File: config.mk
export PLATFORM = sky130hd
export DESIGN_NAME = tachometer_speed_filter_top
export DESIGN_NICKNAME = d
export VERILOG_FILES = /design/src/design/tsf_pkg.sv /design/src/design/tachometer_speed_filter_top.sv /design/src/design/tsf_div.sv
export SDC_FILE = /design/constraint.sdc
export NUM_CORES = 1
export LEC_CHECK = 0
export BUFFER_PORTS_ARGS = -buffer_cell sky130_fd_sc_hd__buf_2
export CAP_MARGIN = 0
export CORE_ASPECT_RATIO = 0.5
export CORE_UTILIZATION = 55
export CTS_CLUSTER_DIAMETER = 30
export DETAILED_ROUTE_END_ITERATION = 16
export PLACE_DENSITY_LB_ADDON = 0.08
export SYNTH_ARGS = -nofsm -noshare
export SYNTH_HDL_FRONTEND = slang
export SYNTH_HIERARCHICAL = 1
export SYNTH_SLANG_ARGS = --single-unit
File: constraint.sdc
create_clock -name aclk -period 11.3 [get_ports aclk]
set_input_delay 3.39 -clock aclk [delete_from_list [all_inputs] [get_ports aclk]]
set_output_delay 3.39 -clock aclk [all_outputs]
set_load 0.01 [all_outputs]
File: src/design/tsf_pkg.sv
`default_nettype none
// ----------------------------------------------------------------------------
// tsf_pkg
// Shared widths, register codes and reset values for the tachometer speed
// filter.
// ----------------------------------------------------------------------------
package tsf_pkg;

    // period counter and filter format
    localparam int PERIOD_W    = 16;
    localparam int FRAC_W      = 8;
    localparam int FPER_W      = PERIOD_W + FRAC_W;
    localparam int RESULT_CNT_W = 16;

    // speed format
    localparam int SPEED_W     = 24;
    localparam int SPEED_SHIFT = 4;
    localparam int NUM_W       = 24;

    // filter gain, Q1.8
    localparam int ALPHA_W     = 9;
    localparam int ALPHA_SHIFT = 8;
    localparam int PROD_W      = ALPHA_W + FPER_W;
    localparam logic [ALPHA_W-1:0] ALPHA_ONE = ALPHA_W'(1 << ALPHA_SHIFT);

    // divider
    localparam int DIV_W  = FPER_W;
    localparam int DVD_W  = NUM_W + SPEED_SHIFT + FRAC_W;
    localparam int CNT_W  = $clog2(SPEED_W);
    localparam logic [CNT_W-1:0] LAST_CNT = CNT_W'(SPEED_W - 1);

    // configuration port
    localparam int CFG_IDX_W  = 2;
    localparam int CFG_DATA_W = 24;
    localparam int TIMEOUT_W  = 16;

    typedef enum logic [CFG_IDX_W-1:0] {
        CFG_ALPHA     = 2'd0,
        CFG_NUMERATOR = 2'd1,
        CFG_TIMEOUT   = 2'd2
    } cfg_index_t;

    localparam logic [ALPHA_W-1:0]   ALPHA_RESET   = ALPHA_W'(51);
    localparam logic [NUM_W-1:0]     NUM_RESET     = NUM_W'(299199);
    localparam logic [TIMEOUT_W-1:0] TIMEOUT_RESET = TIMEOUT_W'(10000);

    // stream widths
    localparam int S_TDATA_W = 8;
    localparam int M_TDATA_W = 2 * SPEED_W;

    typedef struct packed {
        logic busy;
        logic done;
    } div_status_t;

endpackage : tsf_pkg
`default_nettype wire

File: src/design/tachometer_speed_filter_top.sv
`default_nettype none
// Flow: a tick with no result is taken and the block stays ready for the next tick.
// A timeout tick goes through S_STORE to the output register.
// A rising-edge tick goes through S_MUL and S_ADD for the filter multiply and add, then
// two passes of the shared serial divider (a saturating quotient skips its pass), then
// S_STORE. One tick is in work at a time; S_STORE waits while the output is held.
// Synchronous reset (aresetn) clears control and filter state and loads register defaults.
// ----------------------------------------------------------------------------
// tachometer_speed_filter_top
// Period-measuring tachometer with first-order period filter and speed output.
// ----------------------------------------------------------------------------
module tachometer_speed_filter_top
    import tsf_pkg::*;
(
    input  wire logic                  aclk,
    input  wire logic                  aresetn,
    // configuration writes
    input  wire logic                  cfg_valid,
    output logic                       cfg_ready,
    input  wire logic [CFG_IDX_W-1:0]  cfg_index,
    input  wire logic [CFG_DATA_W-1:0] cfg_data,
    // sample stream
    input  wire logic                  s_tvalid,
    output logic                       s_tready,
    input  wire logic [S_TDATA_W-1:0]  s_tdata,   // [0] feedback_level
    // result stream
    output logic                       m_tvalid,
    input  wire logic                  m_tready,
    output logic      [M_TDATA_W-1:0]  m_tdata,   // [23:0] speed_filtered, [47:24] speed_raw
    output logic                       m_tuser    // [0] timed_out
);

    typedef enum logic [7:0] {
        S_IDLE   = 8'b0000_0001,
        S_MUL    = 8'b0000_0010,
        S_ADD    = 8'b0000_0100,
        S_FSTART = 8'b0000_1000,
        S_FWAIT  = 8'b0001_0000,
        S_RSTART = 8'b0010_0000,
        S_RWAIT  = 8'b0100_0000,
        S_STORE  = 8'b1000_0000
    } state_t;

    state_t state_reg, state_next;

    // configuration
    logic [ALPHA_W-1:0]   alpha_reg;
    logic [NUM_W-1:0]     num_reg;
    logic [TIMEOUT_W-1:0] timeout_reg;

    // tick state
    logic                    last_level_reg;
    logic [PERIOD_W-1:0]     tse_reg;
    logic [RESULT_CNT_W-1:0] tsr_reg;
    logic [FPER_W-1:0]       pf_reg;
    logic [PERIOD_W-1:0]     praw_reg;

    // filter step
    logic [FPER_W-1:0] step_reg;
    logic              up_reg;

    // pending result
    logic [SPEED_W-1:0] res_f_reg;
    logic [SPEED_W-1:0] res_r_reg;
    logic               res_to_reg;

    // output register
    logic               m_valid_reg;
    logic [SPEED_W-1:0] m_f_reg;
    logic [SPEED_W-1:0] m_r_reg;
    logic               m_to_reg;

    logic                    accept;
    logic                    level;
    logic                    rising;
    logic [PERIOD_W-1:0]     tse_next;
    logic [RESULT_CNT_W-1:0] tsr_next;
    logic                    timeout_hit;
    logic [FPER_W-1:0]       target;
    logic                    ge;
    logic [FPER_W-1:0]       absd;
    logic [PROD_W-1:0]       prod;
    logic [ALPHA_W-1:0]      alpha_next;
    logic                    out_free;

    logic               div_start;
    logic [DVD_W-1:0]   div_dividend;
    logic [DIV_W-1:0]   div_divisor;
    logic [SPEED_W-1:0] div_quotient;
    div_status_t        div_status;

    assign cfg_ready = 1'b1;
    assign s_tready  = (state_reg == S_IDLE);
    assign accept    = s_tvalid && s_tready;
    assign level     = s_tdata[0];
    assign rising    = level && !last_level_reg;

    assign tse_next    = (tse_reg == {PERIOD_W{1'b1}}) ? tse_reg : tse_reg + PERIOD_W'(1);
    assign tsr_next    = (tsr_reg == {RESULT_CNT_W{1'b1}}) ? tsr_reg
                                                           : tsr_reg + RESULT_CNT_W'(1);
    assign timeout_hit = (tsr_next >= RESULT_CNT_W'(timeout_reg));

    assign target = {praw_reg, {FRAC_W{1'b0}}};
    assign ge     = (target >= pf_reg);
    assign absd   = ge ? target - pf_reg : pf_reg - target;
    assign prod   = PROD_W'(alpha_reg) * PROD_W'(absd);

    assign alpha_next = (cfg_data[ALPHA_W-1:0] > ALPHA_ONE) ? ALPHA_ONE
                                                            : cfg_data[ALPHA_W-1:0];
    assign out_free   = !m_valid_reg || m_tready;

    assign div_start    = (state_reg == S_FSTART) || (state_reg == S_RSTART);
    assign div_dividend = (state_reg == S_RSTART)
                        ? DVD_W'({num_reg, {SPEED_SHIFT{1'b0}}})
                        : {num_reg, {(SPEED_SHIFT + FRAC_W){1'b0}}};
    assign div_divisor  = (state_reg == S_RSTART) ? DIV_W'(praw_reg) : pf_reg;

    tsf_div u_div (
        .aclk     (aclk),
        .aresetn  (aresetn),
        .start    (div_start),
        .dividend (div_dividend),
        .divisor  (div_divisor),
        .quotient (div_quotient),
        .status   (div_status)
    );

    // config registers
    always_ff @(posedge aclk) begin
        if (!aresetn) begin
            alpha_reg   <= ALPHA_RESET;
            num_reg     <= NUM_RESET;
            timeout_reg <= TIMEOUT_RESET;
        end else if (cfg_valid && cfg_ready) begin
            unique case (cfg_index)
                CFG_ALPHA:     alpha_reg   <= alpha_next;
                CFG_NUMERATOR: num_reg     <= cfg_data[NUM_W-1:0];
                CFG_TIMEOUT:   timeout_reg <= cfg_data[TIMEOUT_W-1:0];
                default: ;
            endcase
        end
    end

    // sequencer
    always_comb begin
        state_next = state_reg;
        unique case (state_reg)
            S_IDLE: begin
                if (accept) begin
                    if (rising) begin
                        state_next = S_MUL;
                    end else if (timeout_hit) begin
                        state_next = S_STORE;
                    end
                end
            end
            S_MUL:    state_next = S_ADD;
            S_ADD:    state_next = S_FSTART;
            S_FSTART: state_next = S_FWAIT;
            S_FWAIT: begin
                if (div_status.done) begin
                    state_next = S_RSTART;
                end
            end
            S_RSTART: state_next = S_RWAIT;
            S_RWAIT: begin
                if (div_status.done) begin
                    state_next = S_STORE;
                end
            end
            S_STORE: begin
                if (out_free) begin
                    state_next = S_IDLE;
                end
            end
            default:  state_next = S_IDLE;
        endcase
    end

    always_ff @(posedge aclk) begin
        if (!aresetn) begin
            state_reg      <= S_IDLE;
            last_level_reg <= 1'b0;
            tse_reg        <= '0;
            tsr_reg        <= '0;
            pf_reg         <= '0;
            praw_reg       <= '0;
            m_valid_reg    <= 1'b0;
        end else begin
            state_reg <= state_next;
            if (accept) begin
                last_level_reg <= level;
                if (rising) begin
                    praw_reg <= tse_next;
                    tse_reg  <= '0;
                    tsr_reg  <= '0;
                end else begin
                    tse_reg <= tse_next;
                    if (timeout_hit) begin
                        pf_reg   <= '0;
                        praw_reg <= '0;
                        tsr_reg  <= '0;
                    end else begin
                        tsr_reg <= tsr_next;
                    end
                end
            end
            if (state_reg == S_ADD) begin
                pf_reg <= up_reg ? pf_reg + step_reg : pf_reg - step_reg;
            end
            if (state_reg == S_STORE && out_free) begin
                m_valid_reg <= 1'b1;
            end else if (m_tready) begin
                m_valid_reg <= 1'b0;
            end
        end
    end

    // datapath registers
    always_ff @(posedge aclk) begin
        if (accept) begin
            res_to_reg <= !rising;
            if (!rising) begin
                res_f_reg <= '0;
                res_r_reg <= '0;
            end
        end
        if (state_reg == S_MUL) begin
            step_reg <= prod[FPER_W+ALPHA_SHIFT-1:ALPHA_SHIFT];
            up_reg   <= ge;
        end
        if (state_reg == S_FWAIT && div_status.done) begin
            res_f_reg <= div_quotient;
        end
        if (state_reg == S_RWAIT && div_status.done) begin
            res_r_reg <= div_quotient;
        end
        if (state_reg == S_STORE && out_free) begin
            m_f_reg  <= res_f_reg;
            m_r_reg  <= res_r_reg;
            m_to_reg <= res_to_reg;
        end
    end

    assign m_tvalid = m_valid_reg;
    assign m_tdata  = {m_r_reg, m_f_reg};
    assign m_tuser  = m_to_reg;

`ifndef SYNTHESIS
    a_timeout_zero: assert property (@(posedge aclk) disable iff (!aresetn)
        m_tvalid && m_tuser |-> m_tdata == '0)
        else $error("timeout report with nonzero speed");

    a_done_waiting: assert property (@(posedge aclk) disable iff (!aresetn)
        div_status.done |-> (state_reg == S_FWAIT) || (state_reg == S_RWAIT))
        else $error("divider finished outside a wait state");

    a_edge_starts_filter: assert property (@(posedge aclk) disable iff (!aresetn)
        accept && rising |=> state_reg == S_MUL)
        else $error("rising edge did not start the filter update");

    a_div_idle_at_start: assert property (@(posedge aclk) disable iff (!aresetn)
        div_start |-> !div_status.busy)
        else $error("divider started while busy");
`endif

endmodule : tachometer_speed_filter_top
`default_nettype wire

File: src/design/tsf_div.sv
`default_nettype none
// ----------------------------------------------------------------------------
// tsf_div
// Shared restoring divider, one quotient bit per cycle, saturating quotient.
// ----------------------------------------------------------------------------
module tsf_div
    import tsf_pkg::*;
(
    input  wire logic               aclk,
    input  wire logic               aresetn,
    input  wire logic               start,
    input  wire logic [DVD_W-1:0]   dividend,
    input  wire logic [DIV_W-1:0]   divisor,
    output logic      [SPEED_W-1:0] quotient,
    output div_status_t             status
);

    logic [DIV_W-1:0]   rem_reg;
    logic [SPEED_W-1:0] quo_reg;
    logic [DIV_W-1:0]   dsr_reg;
    logic [CNT_W-1:0]   cnt_reg;
    logic               busy_reg;
    logic               done_reg;

    logic [DIV_W-1:0]   hi;
    logic               sat;
    logic [DIV_W:0]     shifted;
    logic [DIV_W:0]     diff;
    logic               fits;
    logic [DIV_W-1:0]   rem_next;

    assign hi       = DIV_W'(dividend[DVD_W-1:SPEED_W]);
    assign sat      = (hi >= divisor);
    assign shifted  = {rem_reg, quo_reg[SPEED_W-1]};
    assign diff     = shifted - {1'b0, dsr_reg};
    assign fits     = (shifted >= {1'b0, dsr_reg});
    assign rem_next = fits ? diff[DIV_W-1:0] : shifted[DIV_W-1:0];

    always_ff @(posedge aclk) begin
        if (!aresetn) begin
            busy_reg <= 1'b0;
            done_reg <= 1'b0;
            cnt_reg  <= '0;
        end else begin
            done_reg <= 1'b0;
            if (start && !busy_reg) begin
                cnt_reg <= '0;
                if (sat) begin
                    done_reg <= 1'b1;
                end else begin
                    busy_reg <= 1'b1;
                end
            end else if (busy_reg) begin
                cnt_reg <= cnt_reg + CNT_W'(1);
                if (cnt_reg == LAST_CNT) begin
                    busy_reg <= 1'b0;
                    done_reg <= 1'b1;
                end
            end
        end
    end

    always_ff @(posedge aclk) begin
        if (start && !busy_reg) begin
            rem_reg <= hi;
            dsr_reg <= divisor;
            quo_reg <= sat ? {SPEED_W{1'b1}} : dividend[SPEED_W-1:0];
        end else if (busy_reg) begin
            rem_reg <= rem_next;
            quo_reg <= {quo_reg[SPEED_W-2:0], fits};
        end
    end

    assign quotient = quo_reg;
    assign status   = {busy_reg, done_reg};

endmodule : tsf_div
`default_nettype wire
---- Word level (Yosys, flattened, before mapping) ----
Cells that the tools add are included.
W data, S select, Z words.
operators by class
  add/subtract/negate cells ............... 8
  multiply operators ...................... 1
  order comparisons ....................... 5
  eq/ne operators ......................... 22
  multiplexer cells ....................... 43
  bitwise gates (word level) .............. 1
  reductions and logical operators ........ 29
operators with widths
  cell                     count
  $mux W24                 15
  $mux W16                 7
  $sub A24 B24 Y24         4
  $pmux W8 S8              1
  $mux W8                  6
  $mux W36                 1
  $add A16 B1 Y16 const B  2
  $eq A16 B16 Y1 const B   2
  $mul A9 B24 Y32          1
  $ge A25 B24 Y1           1
  $add A24 B24 Y24         1
  $ge A12 B24 Y1           1
  $ge A24 B24 Y1           1
  $mux W12                 2
  $ge A16 B16 Y1           1
  $reduce_bool A2 Y1       7
  $ne A2 B1 Y1 const B     6
  $reduce_and A2 Y1        6
  $mux W1                  10
  $gt A9 B9 Y1 const B     1
  $mux W9                  1
  $eq A8 B1 Y1 const B     1
  $eq A8 B2 Y1 const B     1
  $eq A8 B3 Y1 const B     1
  19 further kinds         29
word-level totals
  register bits ........................... 333
  input bits .............................. 39
  output and inout bits ................... 52
  logic and storage cells ................. 134

---- Longest topological paths before layout ----
  word-level depth ........................ 7
  gate-level depth with buffers ........... 34
  gate-level depth less buffers ........... 34

---- Cells and area by module ----
The synthesis kept the hierarchy.
by module, submodules not included
  module                       times used  cells an instance  area an instance (um2)  seq. area each (um2)
  tachometer_speed_filter_top  1           2310               20445.9                 6316.1
  tsf_div                      1           515                4904.7                  2182.1

---- Least setup slack after synthesis ----
Ideal clock, no wire load.
  path kind ............................... reg-to-reg
  start ................................... reg pf_reg[19]
  end ..................................... reg step_reg[23], data pin
  library setup time ...................... 0.259 ns
  arrival time ............................ 7.580 ns
  required time ........................... 11.041 ns
  slack ................................... 3.460 ns
  cell stages (with the launch flop) ...... 33
  buffers on the path ..................... 1
  clock period less this slack ............ 7.840 ns
  path through ............................ dfxtp_1 inv_1 ha_1 buf_4 nand4_2 or4_1 or3_4 and3_4 or3_4 a41oi_1 o211ai_1 nand2_1 nand2_1 xor2_1 and2_1 fa_1 fa_1 fa_1 inv_1 fa_1 inv_1 ha_1 a21o_1 a21o_1 a21o_1 a21o_1 a21o_1 a21o_1 a21o_1 a211oi_1 o21bai_1 a21oi_1 xnor2_1
between the ends
  cells in the longest elaborated chain, start to end .. 3
  elaborated cells on any way between the ends .. 5
  classes of those cells .................. add/sub: 2; mul: 1; order compare: 1; mux: 1
ends and longest elaborated chain
  element                                             RTL line                                                                RTL
  start: declaration                                  tachometer_speed_filter_top.sv:55                                       logic [FPER_W-1:0] pf_reg;
  start signal: assignment                            tachometer_speed_filter_top.sv:209                                      pf_reg <= up_reg ? pf_reg + step_reg : pf_reg - step_reg;
  $sub A24 B24 Y24 or $ge A24 B24 Y1 (tied branches)  tachometer_speed_filter_top.sv:105, tachometer_speed_filter_top.sv:104
  $mux W24 *                                          tachometer_speed_filter_top.sv:105                                      assign absd = ge ? target - pf_reg : pf_reg - target;
  $mul A9 B24 Y32 *                                   tachometer_speed_filter_top.sv:106                                      assign prod = PROD_W'(alpha_reg) * PROD_W'(absd);
  net prod[31]                                        tachometer_speed_filter_top.sv:82                                       logic [PROD_W-1:0] prod;
  end signal: assignment                              tachometer_speed_filter_top.sv:229                                      step_reg <= prod[FPER_W+ALPHA_SHIFT-1:ALPHA_SHIFT];
  end: declaration                                    tachometer_speed_filter_top.sv:59                                       logic [FPER_W-1:0] step_reg;
Mark *: on every way through the listed nets, which the timed path passes. The rest lies on a longest branch.
A chain may end at the register's enable or synchronous reset.

---- Final worst setup path ----
  start ................................... reg pf_reg[21]
  end ..................................... reg step_reg[23], data pin
The elaborated chain is that of the path after synthesis.

==> flow_summary.ini <==
[final_layout]
syn_to_final_growth_pct = 10.3
area.sequential_um2 = 8500
num-fill-cells = 3992
postLayoutCoreUtil_pct = 61.7
multi_input_area_um2 = 15200
nNetsFinal = 3209
num_antenna_cells = 0
drive_above_1_share_pct = 8.42

[grt]
grt_pass1_wl_um = 101000
grt_use_total_pct = 26.9
grt_start_max_net_pins = 100
grt_pass1_vias = 18900
antenna_found_initial = 0
grt-ovfl-total = 0

[floorplanning]
fp-row-count = 55
io_pins = 91
die_w_um = 306
dieArea_um2 = 47000
core_um2 = 45300
die_y_um = 154
initial_core_util_pct = 55.9

[critical_path]
worstSetupStartpoint = pf_reg[21]
required_ps = 11610
cp.arrival_ps = 9760
r2r-start = pf_reg[21]
cpPeakStageDelay_ps = 830
cp_top_family = adder cells
path_class = reg -> reg
cp_num_buf_inv = 4
crit_top_cell = a21o_1
cp_max_fo = 24
critPathLaunchType = flip-flop
slowest_stage = ha_1
critical_path.endpoint_type = flip-flop

[place]
dp_hpwl_um = 46600
gp_congestion = 1.01
io_buffers = 82

[run_status]
status = finished clean

[clock_network]
clk-insertion-delay-late_ps = 590
cts_resized = 0
clock_sinks = 333
cts_hold_buffers = 0
cts_made_buffers = 49
clock_path_buffers = 3
cts_setup_buffers = 0
cts_htree_levels = 2
cts_root_buf = clkbuf_16
cts_tree = built
path_clk_slew_ps = 60

[drt]
vias = 19900
drt_iter0_markers = 1539
drt-pass1-iter-count = 5
wl_per_cell_um = 18.0
routed_wl_um = 62900
ant_nets = 0
viasPerCell = 5.71
drc_errors = 0

[sta]
setup_viol = 0
min_period_ps = 9450
skew_ps = 31.7
fin_crit_sh_pct = 83.6
tns_ps = 0
final_max_slew_viol_count = 0
hold_viol = 0
relSlewSlack_pct = 22.9
worst_pin_slew_ps = 1160
fmax_ghz = 0.106
rsz0062_at_grt = no

[power_and_ir_drop]
p_total_mw = 3.84
powerDensity_nw_per_um2 = 137
power.leakage_nw = 12.7
ir_worst_vdd_mv = 0.114

[min_path]
min_from = res_f_reg[9]
hold_class = reg -> reg

[job]
cap_violations = 0

[synth]
ys_warn_count = 6
syn_inst = 2824
avgSynthCellArea_um2 = 8.97
syn_area_um2 = 25300
## layout make-up
cell class | count | area share, %
tap | 598 | 2.68
sequential | 333 | 30.4
clock inverter | 42 | 1.81
inverter | 296 | 3.97
timing repair buffer | 116 | 2.38
clock buffer | 50 | 4.40
multi-input combinational | 2060 | 54.4
## metrics by stage
stage	hold WS (ps)	setup WS [ps]	area (um2)	std cells
2_1_floorplan	400	3460	25400	2827
3_3_place_gp	402	2030	26200	3403
3_5_place_dp	405	2010	26200	3403
4_1_cts	418	1910	28000	3495
5_1_grt	421	1350	28000	3495
6_report	416	1850	28000	3495
## placed cells by master, fill, tap and decap left out, types with 13 or more instances in the layout
master,instances
a21o_1,70
a21oi_1,188
a22oi_1,47
a31oi_1,16
and2_1,129
and3_1,64
buf_2,82
buf_4,34
clkbuf_16,49
dfxtp_1,150
edfxtp_1,183
fa_1,156
ha_1,158
inv_1,291
inv_6,17
mux2i_1,28
nand2_1,330
nand2b_1,25
nand3_1,42
nand4_1,36
nor2_1,254
nor2b_1,35
nor3_1,28
nor3b_1,13
nor4_1,15
o211ai_1,15
o21ai_0,75
or3_1,13
xnor2_1,60
xor2_1,65
## power by group
part	leakage, nW	switching [mW]	internal, mW	total, mW
combinational	8.89	0.553	0.341	0.894
clock	0.848	0.656	0.931	1.59
sequential	2.96	0.0184	1.34	1.35
total	12.7	1.23	2.61	3.84
## per-layer routing
metal  global-route usage, %  part of all wire (%)
met1                    39.2                    47
met2                    41.8                    44
met3                    4.41                   6.7
met4                    6.48                   1.9
met5                       0                     0
## path summary, 6_finish.rpt
kind	endpoint	slack (ps)	cells past startpoint
worst max-delay path	step_reg[23]	1850	30
worst min register to register	m_f_reg[9]	420	0
worst max register to register	step_reg[23]	1850	30
worst min-delay path	m_f_reg[9]	420	0
## worst reg2reg max path, delay by kind of cell, from the launching register on
kind | cells | cell delay (ps)
AND/OR/NAND/NOR | 6 | 1750
AO/OA/AOI/OAI | 12 | 2420
flip-flops | 1 | 380
adder cells (fa/ha/maj) | 6 | 3280
buffers and inverters | 4 | 430
XOR/XNOR | 2 | 920
Power figures use the tool's default switching activity.
